===== config.mk =====
export PLATFORM = sky130hd
export DESIGN_NAME = hbc_div_chain
export DESIGN_NICKNAME = d
export VERILOG_FILES = /design/src/rtl/hbc_pkg.sv /design/src/rtl/hbc_div_cell.sv /design/src/rtl/hbc_div_chain.sv
export SDC_FILE = /design/constraint.sdc
export NUM_CORES = 1
export LEC_CHECK = 0
export ABC_CLOCK_PERIOD_IN_PS = 3000
export CAP_MARGIN = 20
export CORE_ASPECT_RATIO = 1.5
export CORE_MARGIN = 4
export CORE_UTILIZATION = 30
export CTS_BUF_LIST = sky130_fd_sc_hd__clkbuf_8
export DETAILED_ROUTE_END_ITERATION = 7
export DONT_BUFFER_PORTS = 1
export SLEW_MARGIN = 10
export SYNTH_ARGS = -nofsm -noshare
export SYNTH_HDL_FRONTEND = slang
export SYNTH_HIERARCHICAL = 1
export SYNTH_SLANG_ARGS = --single-unit
export TNS_END_PERCENT = 20

===== constraint.sdc =====
create_clock -name i_clk -period 3 [get_ports i_clk]
set_input_delay 0.6 -clock i_clk [delete_from_list [all_inputs] [get_ports i_clk]]
set_output_delay 0.6 -clock i_clk [all_outputs]
set_load 0.01 [all_outputs]

===== src/rtl/hbc_pkg.sv =====
// Shared constants, codes and types of the histogram binning counter.
`default_nettype none
package hbc_pkg;

    localparam int SAMPLE_BITS = 24;
    localparam int COUNT_BITS  = 24;
    localparam int MAX_BINS    = 256;
    localparam int BIN_BITS    = $clog2(MAX_BINS);
    localparam int NB_BITS     = BIN_BITS + 1;
    localparam int MIN_BINS    = 3;

    // Quotient bits resolved by the divide chain; covers every bin count
    // with one bit to spare, anything larger flags overflow at the head.
    localparam int QUO_BITS = NB_BITS + 1;
    localparam int REM_BITS = SAMPLE_BITS + NB_BITS;
    localparam int DEN_BITS = SAMPLE_BITS + QUO_BITS - 1;
    localparam int OVF_BITS = SAMPLE_BITS + QUO_BITS;
    localparam int CNT_BITS = $clog2(QUO_BITS);

    localparam logic [1:0] OP_ADD   = 2'd0;
    localparam logic [1:0] OP_READ  = 2'd1;
    localparam logic [1:0] OP_CLEAR = 2'd2;

    localparam logic [1:0] ST_COUNTED = 2'd0;
    localparam logic [1:0] ST_DROPPED = 2'd1;
    localparam logic [1:0] ST_READ    = 2'd2;
    localparam logic [1:0] ST_CLEARED = 2'd3;

    localparam logic [1:0] REG_RANGE_LOW  = 2'd0;
    localparam logic [1:0] REG_RANGE_HIGH = 2'd1;
    localparam logic [1:0] REG_BINS       = 2'd2;
    localparam logic [1:0] REG_DROP       = 2'd3;

    localparam logic [COUNT_BITS-1:0] COUNT_MAX = '1;

    // Data handed from one divide cell to the next.
    typedef struct packed {
        logic [REM_BITS-1:0] rem;
        logic [DEN_BITS-1:0] den;
        logic [QUO_BITS-1:0] quo;
        logic                ovf;
    } t_div;

endpackage
`default_nettype wire


===== src/rtl/hbc_div_cell.sv =====
// One restoring-divide cell: resolves one quotient bit and registers the result.
`default_nettype none
module hbc_div_cell (
    input  wire logic         i_clk,
    input  wire hbc_pkg::t_div i_d,
    output hbc_pkg::t_div     o_d
);
    import hbc_pkg::*;

    t_div r_d;
    t_div n_d;
    logic w_ge;

    always_comb begin
        w_ge      = (i_d.rem >= i_d.den);
        n_d.rem   = w_ge ? (i_d.rem - REM_BITS'(i_d.den)) : i_d.rem;
        n_d.den   = i_d.den >> 1;
        n_d.quo   = {i_d.quo[QUO_BITS-2:0], w_ge};
        n_d.ovf   = i_d.ovf;
    end

    always_ff @(posedge i_clk) begin
        r_d <= n_d;
    end

    assign o_d = r_d;

endmodule
`default_nettype wire


===== src/rtl/hbc_div_chain.sv =====
// Head register and row of divide cells that turn offset times bins over span into a bin.
`default_nettype none
module hbc_div_chain (
    input  wire logic                         i_clk,
    input  wire logic                         i_load,
    input  wire logic [hbc_pkg::REM_BITS-1:0] i_num,
    input  wire logic [hbc_pkg::SAMPLE_BITS-1:0] i_span,
    output logic [hbc_pkg::QUO_BITS-1:0]      o_quo,
    output logic                              o_ovf
);
    import hbc_pkg::*;

    t_div r_head;
    t_div w_link [QUO_BITS+1];

    // Align the divisor with the top quotient bit; flag quotients too big for the row.
    always_ff @(posedge i_clk) begin
        if (i_load) begin
            r_head.rem <= i_num;
            r_head.den <= {i_span, {(QUO_BITS-1){1'b0}}};
            r_head.quo <= '0;
            r_head.ovf <= (OVF_BITS'(i_num) >= {i_span, {QUO_BITS{1'b0}}});
        end
    end

    assign w_link[0] = r_head;

    for (genvar g = 0; g < QUO_BITS; g++) begin : g_cell
        hbc_div_cell u_cell (
            .i_clk (i_clk),
            .i_d   (w_link[g]),
            .o_d   (w_link[g+1])
        );
    end

    assign o_quo = w_link[QUO_BITS].quo;
    assign o_ovf = w_link[QUO_BITS].ovf;

endmodule
`default_nettype wire


Word level (Yosys, flattened, before mapping)
Index checks and enable logic that the tools add are counted.

Input port bits: 59. Bits in writable memories: 0. Latch bits: 0. Word-level logic and storage cells: 70. Register bits after elaboration: 636. Memories kept: 0. ROM bits: 0. Output and inout port bits: 11.

Reduce and logical (&&, ||, !) cells: 0. $add $sub $neg: 9. Eq/ne operators: 0. Magnitude comparators: 11. Div/mod/pow operators: 0. Shift-type cells: 0. Bitwise gates (word level): 0. Multiply operators: 0. Muxes and demuxes: 9.

Operators with widths (number): $mux W33 (9); $ge A33 B34 Y1 (1); $ge A33 B24 Y1 (1); $ge A33 B25 Y1 (1); $ge A33 B26 Y1 (1); $ge A33 B27 Y1 (1); $ge A33 B28 Y1 (1); $ge A33 B29 Y1 (1); $ge A33 B30 Y1 (1); $ge A33 B31 Y1 (1); $ge A33 B32 Y1 (1); $ge A33 B33 Y1 (1); $sub A33 B25 Y33 (1); $sub A33 B26 Y33 (1); $sub A33 B27 Y33 (1); $sub A33 B28 Y33 (1); $sub A33 B29 Y33 (1); $sub A33 B30 Y33 (1); $sub A33 B31 Y33 (1); $sub A33 B32 Y33 (1); $sub A33 B33 Y33 (1).

Logic depth before layout (Yosys ltp)
Gate-level depths: netlist (run 1).

Depth after elaboration: 2. Gate-level depth with buffers: 13. Depth with buffers taken out: 12.

Modules after synthesis
The synthesis (run 1) kept the hierarchy.

By module, submodules not included: hbc_div_cell (g_cell[5].u_cell ...) (times used 4, cells an instance 454, sequential area each 1521.5 sq um, area each 3903.7 sq um); hbc_div_cell (g_cell[1].u_cell ...) (times used 4, cells an instance 394, sequential area each 1521.5 sq um, area each 3826.2 sq um); hbc_div_cell (g_cell[8].u_cell) (times used 1, cells an instance 470, sequential area each 1521.5 sq um, area each 4011.3 sq um); hbc_div_cell (g_cell[0].u_cell) (times used 1, cells an instance 407, sequential area each 1521.5 sq um, area each 4002.6 sq um); hbc_div_chain (times used 1, cells an instance 147, sequential area each 1741.7 sq um, area each 2389.8 sq um).

Worst setup path after synthesis (run 1)
OpenSTA, ideal clock, no wires.

Path kind: reg-to-reg. Start: register g_cell[4].u_cell.r_d, in the netlist g_cell[4].u_cell/o_d[30]. End: register g_cell[5].u_cell.r_d, in the netlist g_cell[5].u_cell/o_d[74]. Library setup time: 134 ps. Path buffers: 2. Slack: 84 ps. Cell stages (with the launch flop): 13. Required time: 2866 ps. Period minus slack after synthesis: 2916 ps. Arrival time: 2782 ps. Cell sequence: dfxtp_1 -> inv_1 -> ha_1 -> buf_4 -> and3_1 -> a221oi_2 -> o21ai_1 -> a41o_1 -> or3b_1 -> o21ai_2 -> buf_4 -> nor4b_1 -> or4b_1.

RTL lines: start: declaration (line hbc_div_cell.sv:10) `t_div r_d;`; start signal: assignment (line hbc_div_cell.sv:23) `r_d <= n_d;`; end signal: assignment (line hbc_div_cell.sv:23); end: declaration (line hbc_div_cell.sv:10).

==> results_dict.tcl, run 1 <==
set metrics [dict create \
    slowest_delay_ps 370 \
    fin_skew_ps 66.4 \
    layout-drive-gt1-share_pct 26.8 \
    cts_tree "built" \
    grt_pass1_vias 32700 \
    routed_wl_mm 102 \
    end_kind "flip-flop" \
    syn_avg_cell_area_um2 9.27 \
    wl_per_cell_um 15.5 \
    die_y_um 442 \
    fin_nets 5270 \
    cts.clk_slew.worst_paths_ps 60 \
    htreeDepth 3 \
    hold_viol_final 0 \
    grt_max_degree 59 \
    maxSlewHeadroom_pct 56.9 \
    slowest_stage "mux2_2" \
    grt_overflow 0 \
    outcome "finished, violations left" \
    io_buffers 0 \
    cp.required_ps 3690 \
    setup_viol 72 \
    firstDrtPassIters 7 \
    coreArea_um2 125000 \
    cts.sinks 708 \
    crit_start "g_cell[0].u_cell/o_d[12]" \
    synthCells 4069 \
    cp-start-kind "flip-flop" \
    path_max_fanout 24 \
    drc_errors 0 \
    cp_top_family "compound AO/OA/AOI/OAI gates" \
    min_from "i_load" \
    ios 70 \
    rsz0062_at_grt "yes" \
    tightest_slew_ps 642 \
    holdCritPathClass "primary input to flip-flop" \
    layout.cells.most_common_list "buf_4, dfxtp_1, inv_1" \
    vias 31200 \
    finalCriticalPeriod_ps 3110 \
    path_cells "inv_2, ha_4, nor2b_4, o31a_1, o31a_1, a41oi_4, a21oi_2, a21oi_2, o21ai_2, a41oi_4, buf_12, mux2_2" \
    initial_core_util_pct 30.2 \
    clk_path_buf_depth 3 \
    power.leakage_uw 0.0233 \
    cp.arrival_ps 3800 \
    grt_pass1_wl_mm 160 \
    clockRootBuffer "clkbuf_8" \
    ant_nets 0 \
    p_per_area_nw_per_um2 1160 \
    hold_slack_ps 199 \
    worst-setup-path-type "flip-flop to flip-flop" \
    grt_usage_pct 15.0 \
    layout_commonest_cell "buf_4" \
    cp.buffers_inverters 2 \
    dp_slack_ps -739 \
    fin_setup_tns_ps -2900 \
    setup_slack_ps -107 \
    rows 159 \
    dp_hpwl_mm 79.7 \
    netlist_area_um2 37700 \
    yosys_warnings 6 \
    final_core_util_pct 39.7 \
    fin_area_um2 49600 \
    drt-initial-drc-count 1224 \
    max-cap-violations 0 \
    area_growth_pct 31.6 \
    via_per_inst 4.77 \
    antenna_found_initial 1 \
    cts_buffers 118 \
    ir_worst_vdd_v 0.000590 \
    die_w_um 298 \
    post_dp_cell_area_um2 44200 \
    fp.dieArea_um2 132000 \
    violations "negative setup slack" \
    clkLatencyLatePin_ps 810 \
    final_max_slew_viol_count 0 \
    place_congestion 0.943 \
    fmaxAchievable_mhz 322 \
    fin_crit_sh_pct 104 \
    timing.rr.start "g_cell[0].u_cell/o_d[12]" \
]
metal layers:
| metal | routed length (um) | GRT usage (%) | part of all wire, % | vias up |
|---|---|---|---|---|
| met5 | 0 | 0 | 0 | - |
| met4 | 7600 | 10.1 | 7.5 | 0 |
| met3 | 2880 | 1.85 | 2.8 | 310 |
| met2 | 54600 | 29.8 | 54 | 591 |
| met1 | 36700 | 14.0 | 36 | 14400 |
| li1 | - | - | - | 15900 |
sequential cells by signal, indices dropped and copies added (netlist names):
name	flops
g_cell.u_cell/o_d	650
r_head	58
stage by stage:
| step | total power (uW) | instances |
|---|---|---|
| 3_3_place_gp | 44700 | 6229 |
| 4_1_cts | 56000 | 6520 |
| 6_report | 57800 | 6546 |
| 2_1_floorplan | 33700 | 4086 |
| 3_5_place_dp | 45000 | 6229 |
| 5_1_grt | 62000 | 6546 |
worst paths after layout:
path / to / slack (ps) / depth (start not counted)
min: r_head[31] / 200 / 1
min reg2reg: g_cell[9].u_cell/o_d[7] / 290 / 0
max reg2reg: g_cell[1].u_cell/o_d[52] / -110 / 12
max: g_cell[1].u_cell/o_d[52] / -110 / 12
power breakdown:
group	total, uW	internal [uW]	leakage, uW	switching, uW
registers	14200	12500	0.00605	1660
clock network	8810	4910	0.00141	3900
logic	34800	17900	0.0158	17000
area by class of cell:
cell class | instances | area, um^2
diodes | 1 | 2.50
multi-input cells | 2804 | 22400
clock buffers | 139 | 1910
inverters | 434 | 1630
flip-flops and latches | 708 | 14800
clock inverters | 67 | 551
repair buffers | 783 | 6390
well taps | 1610 | 2010
fillers | 12400 | 75500
repair_timing:
action,CTS,global route
setup endpoints to repair,246,261
resized for setup,125,262
gates cloned,6,2
buffers inserted,21,25
hold buffers,58,0
pin swaps,26,71
endpoints found under the hold margin,115,0
No activity file was read; power rests on OpenSTA's default activity.
==> run 2, diff against run 1 <==
Settings changed: CELL_PAD_IN_SITES_DETAIL_PLACEMENT from default to 0, CELL_PAD_IN_SITES_GLOBAL_PLACEMENT from default to 1, PLACE_DENSITY from default to 0.51.
==> results_dict.tcl, run 2 (synthesis results as in run 1) <==
set metrics [dict create \
    clk_path_buf_depth 3 \
    cp-start-kind "flip-flop" \
    p_int_uw 36900 \
    grt_max_degree 59 \
    area_growth_pct 36.5 \
    htreeDepth 3 \
    power.leakage_uw 0.0242 \
    end_kind "flip-flop" \
    final_max_slew_viol_count 0 \
    tightest_slew_ps 624 \
    hold_slack_ps 166 \
    fmaxAchievable_mhz 321 \
    r2r-end "g_cell[2].u_cell/o_d[47]" \
    fin_skew_ps 54.5 \
    dp_hpwl_mm 95.6 \
    setup_viol 71 \
    ant_nets 0 \
    grt_usage_pct 17.5 \
    drt-initial-drc-count 971 \
    grt-busiest-layer "met2" \
    firstDrtPassIters 5 \
    violations "negative setup slack" \
    die_y_um 442 \
    globalRouteMet2Util_pct 36.9 \
    report.power.total_uw 60400 \
    io_buffers 0 \
    grt_pass1_wl_mm 180 \
    clockRootBuffer "clkbuf_8" \
    ir_worst_vdd_v 0.000415 \
    ios 70 \
    grt_overflow 0 \
    grt_pass1_vias 34000 \
    path_max_fanout 5 \
    crit_start "g_cell[1].u_cell/o_d[13]" \
    p_per_area_nw_per_um2 1170 \
    coreArea_um2 125000 \
    die_w_um 298 \
    holdCritPathClass "primary input to flip-flop" \
    pwr-share-clk_pct 16.4 \
    worstRegToRegCells 14 \
    fp.dieArea_um2 132000 \
    min_to "r_head[38]" \
    wl_per_cell_um 17.5 \
    setup_slack_ps -112 \
    clkLatencyLatePin_ps 820 \
    post_dp_cell_area_um2 45500 \
    fin_area_um2 51500 \
    drc_errors 0 \
    grt.met3_usage_pct 2.12 \
    cts_buffers 121 \
    fin_crit_sh_pct 104 \
    layout_commonest_cell "buf_4" \
    initial_core_util_pct 30.2 \
    r2r_setup_slack_ps -110 \
    hold_viol_final 0 \
    outcome "finished, violations left" \
    rsz0062_at_grt "yes" \
    worst-setup-path-type "flip-flop to flip-flop" \
    via_per_inst 4.67 \
    antenna_found_initial 2 \
    fin_nets 5433 \
    layout.cells.most_common_list "buf_4, dfxtp_1, inv_1" \
    rows 159 \
    finalCriticalPeriod_ps 3110 \
    layout-drive-gt1-share_pct 30.2 \
    largest_reg_flops 650 \
    timing.rr.start "g_cell[1].u_cell/o_d[13]" \
    p_switching_uw 23500 \
    nFillCells 12500 \
    final_core_util_pct 41.2 \
    worstHoldPathCells 1 \
    cts.clk_slew.worst_paths_ps 60 \
    cts.sinks 708 \
    routed_wl_mm 118 \
    cp.arrival_ps 3810 \
    netSwitchingFraction_pct 38.9 \
    cp.required_ps 3700 \
    use_met1_pct 14.2 \
    maxSlewHeadroom_pct 58.0 \
    place_congestion 0.901 \
    power_frac_comb_pct 60.1 \
    cts_tree "built" \
    vias 31400 \
    max-cap-violations 0 \
    p_seq_share_pct 23.5 \
    min_from "i_load" \
]
## run 2: how the worst max path moves through the flow
stage	endpoint	slack, ps	depth (start not counted)
after floorplan	g_cell[5].u_cell/o_d[74]	80	12
after global placement	g_cell[3].u_cell/o_d[66]	-420	12
after detailed placement	g_cell[3].u_cell/o_d[66]	-430	12
after CTS	g_cell[2].u_cell/o_d[47]	-200	14
after global routing	g_cell[2].u_cell/o_d[70]	-230	14
final	g_cell[2].u_cell/o_d[47]	-110	14
## run 2: cell type report
class / count / area, um^2 / share of cell area [%]
clock inverters: 77 / 736 / 1.43
multi-input cells: 2802 / 22500 / 43.7
repair buffers: 945 / 7690 / 14.9
diodes: 2 / 5.00 / 0.00972
inverters: 434 / 1630 / 3.17
well taps: 1610 / 2010 / 3.91
flip-flops and latches: 708 / 14800 / 28.8
clock buffers: 151 / 2080 / 4.04
## run 2: per-layer routing
| layer | vias to the layer above | part of all wire (%) | wire (um) |
|---|---|---|---|
| li1 | 16200 | - | - |
| met1 | 14500 | 32 | 37400 |
| met2 | 462 | 58 | 68200 |
| met3 | 295 | 2.4 | 2800 |
| met4 | 0 | 8.0 | 9400 |
| met5 | - | 0 | 0 |
## run 2: per-stage QoR
stage,worst slack [ps],setup TNS [ps],std cells
final,-112,-3510,6729
after global routing,-229,-17170,6728
after CTS,-202,-12590,6694
after detailed placement,-429,-55360,6385
after floorplan,84.2,0,4086
after global placement,-417,-49030,6385
## run 2: power by group through the flow
stage | Clock [uW] | Combinational (uW) | Sequential [uW]
after global placement | 0 | 32700 | 14300
final | 9920 | 36300 | 14200
after floorplan | 0 | 20200 | 13500
after global routing | 10800 | 39800 | 14500
after CTS | 10400 | 34800 | 14100
after detailed placement | 0 | 32800 | 14200
## run 2: repair_timing
item                                   CTS  global route
hold buffers                            58             0
resized for setup                      170           272
setup endpoints to repair              236           274
buffers inserted                        20            38
endpoints found under the hold margin  115             0
gates cloned                             3             3
pin swaps                               41            77
## run 2: critical path, cell delays in order (launching register included)
cell	delay, ps
dfxtp_2	340
inv_2	50
ha_4	210
buf_6	120
o21a_1	160
o31a_1	110
o31a_1	330
a41oi_4	370
a21oi_2	120
a21oi_2	200
o21ai_2	100
a41oi_4	240
buf_6	190
clkbuf_16	180
mux2_4	290
==> run 3, diff against run 2 <==
--- a/config.mk
+++ b/config.mk
@@ -12,3 +12,3 @@
 export CORE_ASPECT_RATIO = 1.5
-export CORE_MARGIN = 4
+export CORE_MARGIN = 10
 export CORE_UTILIZATION = 30
==> constraint.sdc (replaced) <==
create_clock -name i_clk -period 3 [get_ports i_clk]
set_input_delay 0.15 -clock i_clk [delete_from_list [all_inputs] [get_ports i_clk]]
set_output_delay 0.15 -clock i_clk [all_outputs]
set_load 0.01 [all_outputs]
==> results_dict.tcl, run 3 (synthesis results as in run 1) <==
set metrics [dict create \
    wl_met2_mm 71.0 \
    cts_buffers 117 \
    vias 31600 \
    dp_hpwl_mm 97.2 \
    via_per_inst 4.66 \
    power.leakage_uw 0.0245 \
    holdCritPathClass "primary input to flip-flop" \
    maxSlewHeadroom_pct 61.3 \
    cp.arrival_ps 3930 \
    finalCriticalPeriod_ps 3180 \
    place_inst 6393 \
    violations "negative setup slack" \
    grt_overflow 0 \
    fin_skew_ps 50.0 \
    cts.sinks 708 \
    nFillCells 12500 \
    io_buffers 0 \
    fin_crit_sh_pct 106 \
    final_max_slew_viol_count 0 \
    fp.dieArea_um2 141000 \
    wl_per_cell_um 18.0 \
    setup_slack_ps -178 \
    dp_slack_ps -424 \
    grt_max_degree 59 \
    area_growth_pct 38.0 \
    htreeDepth 3 \
    end_kind "flip-flop" \
    clockRootBuffer "clkbuf_8" \
    path_max_fanout 6 \
    cp.required_ps 3750 \
    grt_pass1_vias 34300 \
    fin_nets 5495 \
    p_per_area_nw_per_um2 1160 \
    layout_commonest_cell "buf_4" \
    die_w_um 310 \
    routed_wl_mm 122 \
    hold_slack_ps 102 \
    max-cap-violations 0 \
    place_congestion 0.916 \
    largest_reg_flops 650 \
    clkLatencyLatePin_ps 870 \
    drt-met1-wl_mm 38.2 \
    fmaxAchievable_mhz 315 \
    outcome "finished, violations left" \
    dr_wl_met3_mm 3.12 \
    rsz0062_at_grt "yes" \
    tightest_slew_ps 575 \
    drc_errors 0 \
    report.power.total_uw 60700 \
    worst-setup-path-type "flip-flop to flip-flop" \
    layout.cells.most_common_list "buf_4, dfxtp_1, inv_1" \
    drt-initial-drc-count 889 \
    ios 70 \
    cts_tree "built" \
    highest_layer "met4" \
    layout-drive-gt1-share_pct 30.2 \
    coreArea_um2 125000 \
    clk_path_buf_depth 3 \
    setup_viol 75 \
    antenna_found_initial 1 \
    instances_no_fill 6786 \
    grt_usage_pct 17.0 \
    initial_core_util_pct 30.2 \
    die_y_um 454 \
    rows 159 \
    hold_viol_final 0 \
    firstDrtPassIters 5 \
    ir_worst_vdd_v 0.000485 \
    cp-start-kind "flip-flop" \
    ant_nets 0 \
    cts.clk_slew.worst_paths_ps 70 \
    grt_pass1_wl_mm 184 \
]
[run 3: changes by cell type in the layout (fill, tap and decap cells not counted), moves of 5 or more]
| cell | change |
|---|---|
| a21oi_2 | +5 |
| a21oi_1 | -5 |
| mux2_4 | +17 |
| mux2_2 | -12 |
| dlygate4sd3_1 | +58 |
| mux2_1 | -5 |
| buf_16 | +5 |
| bufinv_16 | -10 |
[run 3: layer usage]
| layer | GRT usage, % | vias up |
|---|---|---|
| met3 | 2.21 | 324 |
| met4 | 13.1 | 0 |
| met2 | 35.5 | 486 |
| li1 | - | 16400 |
| met1 | 13.6 | 14500 |
| met5 | 0 | - |
[run 3: path summary, 6_finish.rpt]
kind | startpoint | endpoint | slack, ps | depth (start not counted)
worst min-delay path | i_num[20] | r_head[0] | 100 | 5
worst min register to register | g_cell[5].u_cell/o_d[2] | g_cell[6].u_cell/o_d[3] | 320 | 0
worst max-delay path | g_cell[0].u_cell/o_d[12] | g_cell[1].u_cell/o_d[46] | -180 | 14
worst max register to register | g_cell[0].u_cell/o_d[12] | g_cell[1].u_cell/o_d[46] | -180 | 14
[run 3: layout make-up]
class                      count  area (um^2)  share of cell area, %
inverter                     434         1630                   3.13
clock buffer                 153         2110                   4.04
timing repair buffer        1011         8480                   16.3
clock inverter                66          430                  0.827
multi-input combinational   2802        22600                   43.4
tap                         1610         2010                   3.87
sequential                   708        14800                   28.4
antenna                        2         5.00                0.00961
[run 3: metrics by stage]
stage | setup TNS [ps] | instance area (um^2) | utilization (%)
after floorplan | 0 | 37800 | -
after global routing | -16120 | 52100 | 41.6
after CTS | -7850 | 50600 | 40.4
after detailed placement | -62100 | 45500 | 36.4
final | -5440 | 52100 | 41.6
after global placement | -54250 | 45500 | 36.4
[run 3: critical path, cell delays in order (launching register included)]
cell     delay [ps]
dfxtp_2         330
inv_2            40
ha_4            200
nor2b_4         120
o31a_1          290
o31a_1          330
a41oi_4         410
a21oi_2         130
a21oi_2         180
o21ai_2         110
a41oi_4         190
buf_12          140
buf_12          130
buf_16          150
mux2_4          300
[run 3: where the power goes]
group | internal (uW) | total [uW] | switching, uW | leakage (uW)
logic | 19200 | 37300 | 18100 | 0.0170
registers | 12500 | 14200 | 1700 | 0.00605
clock network | 4920 | 9110 | 4190 | 0.00143
total | 36700 | 60700 | 24000 | 0.0245
[run 3: repair_timing]
action | in CTS | in global routing
hold endpoints to repair | 116 | 0
hold buffers | 116 | 0
cloned | 6 | 5
gates resized for setup | 213 | 252
setup endpoints to repair | 254 | 280
pin swaps | 45 | 90
setup buffers | 22 | 30
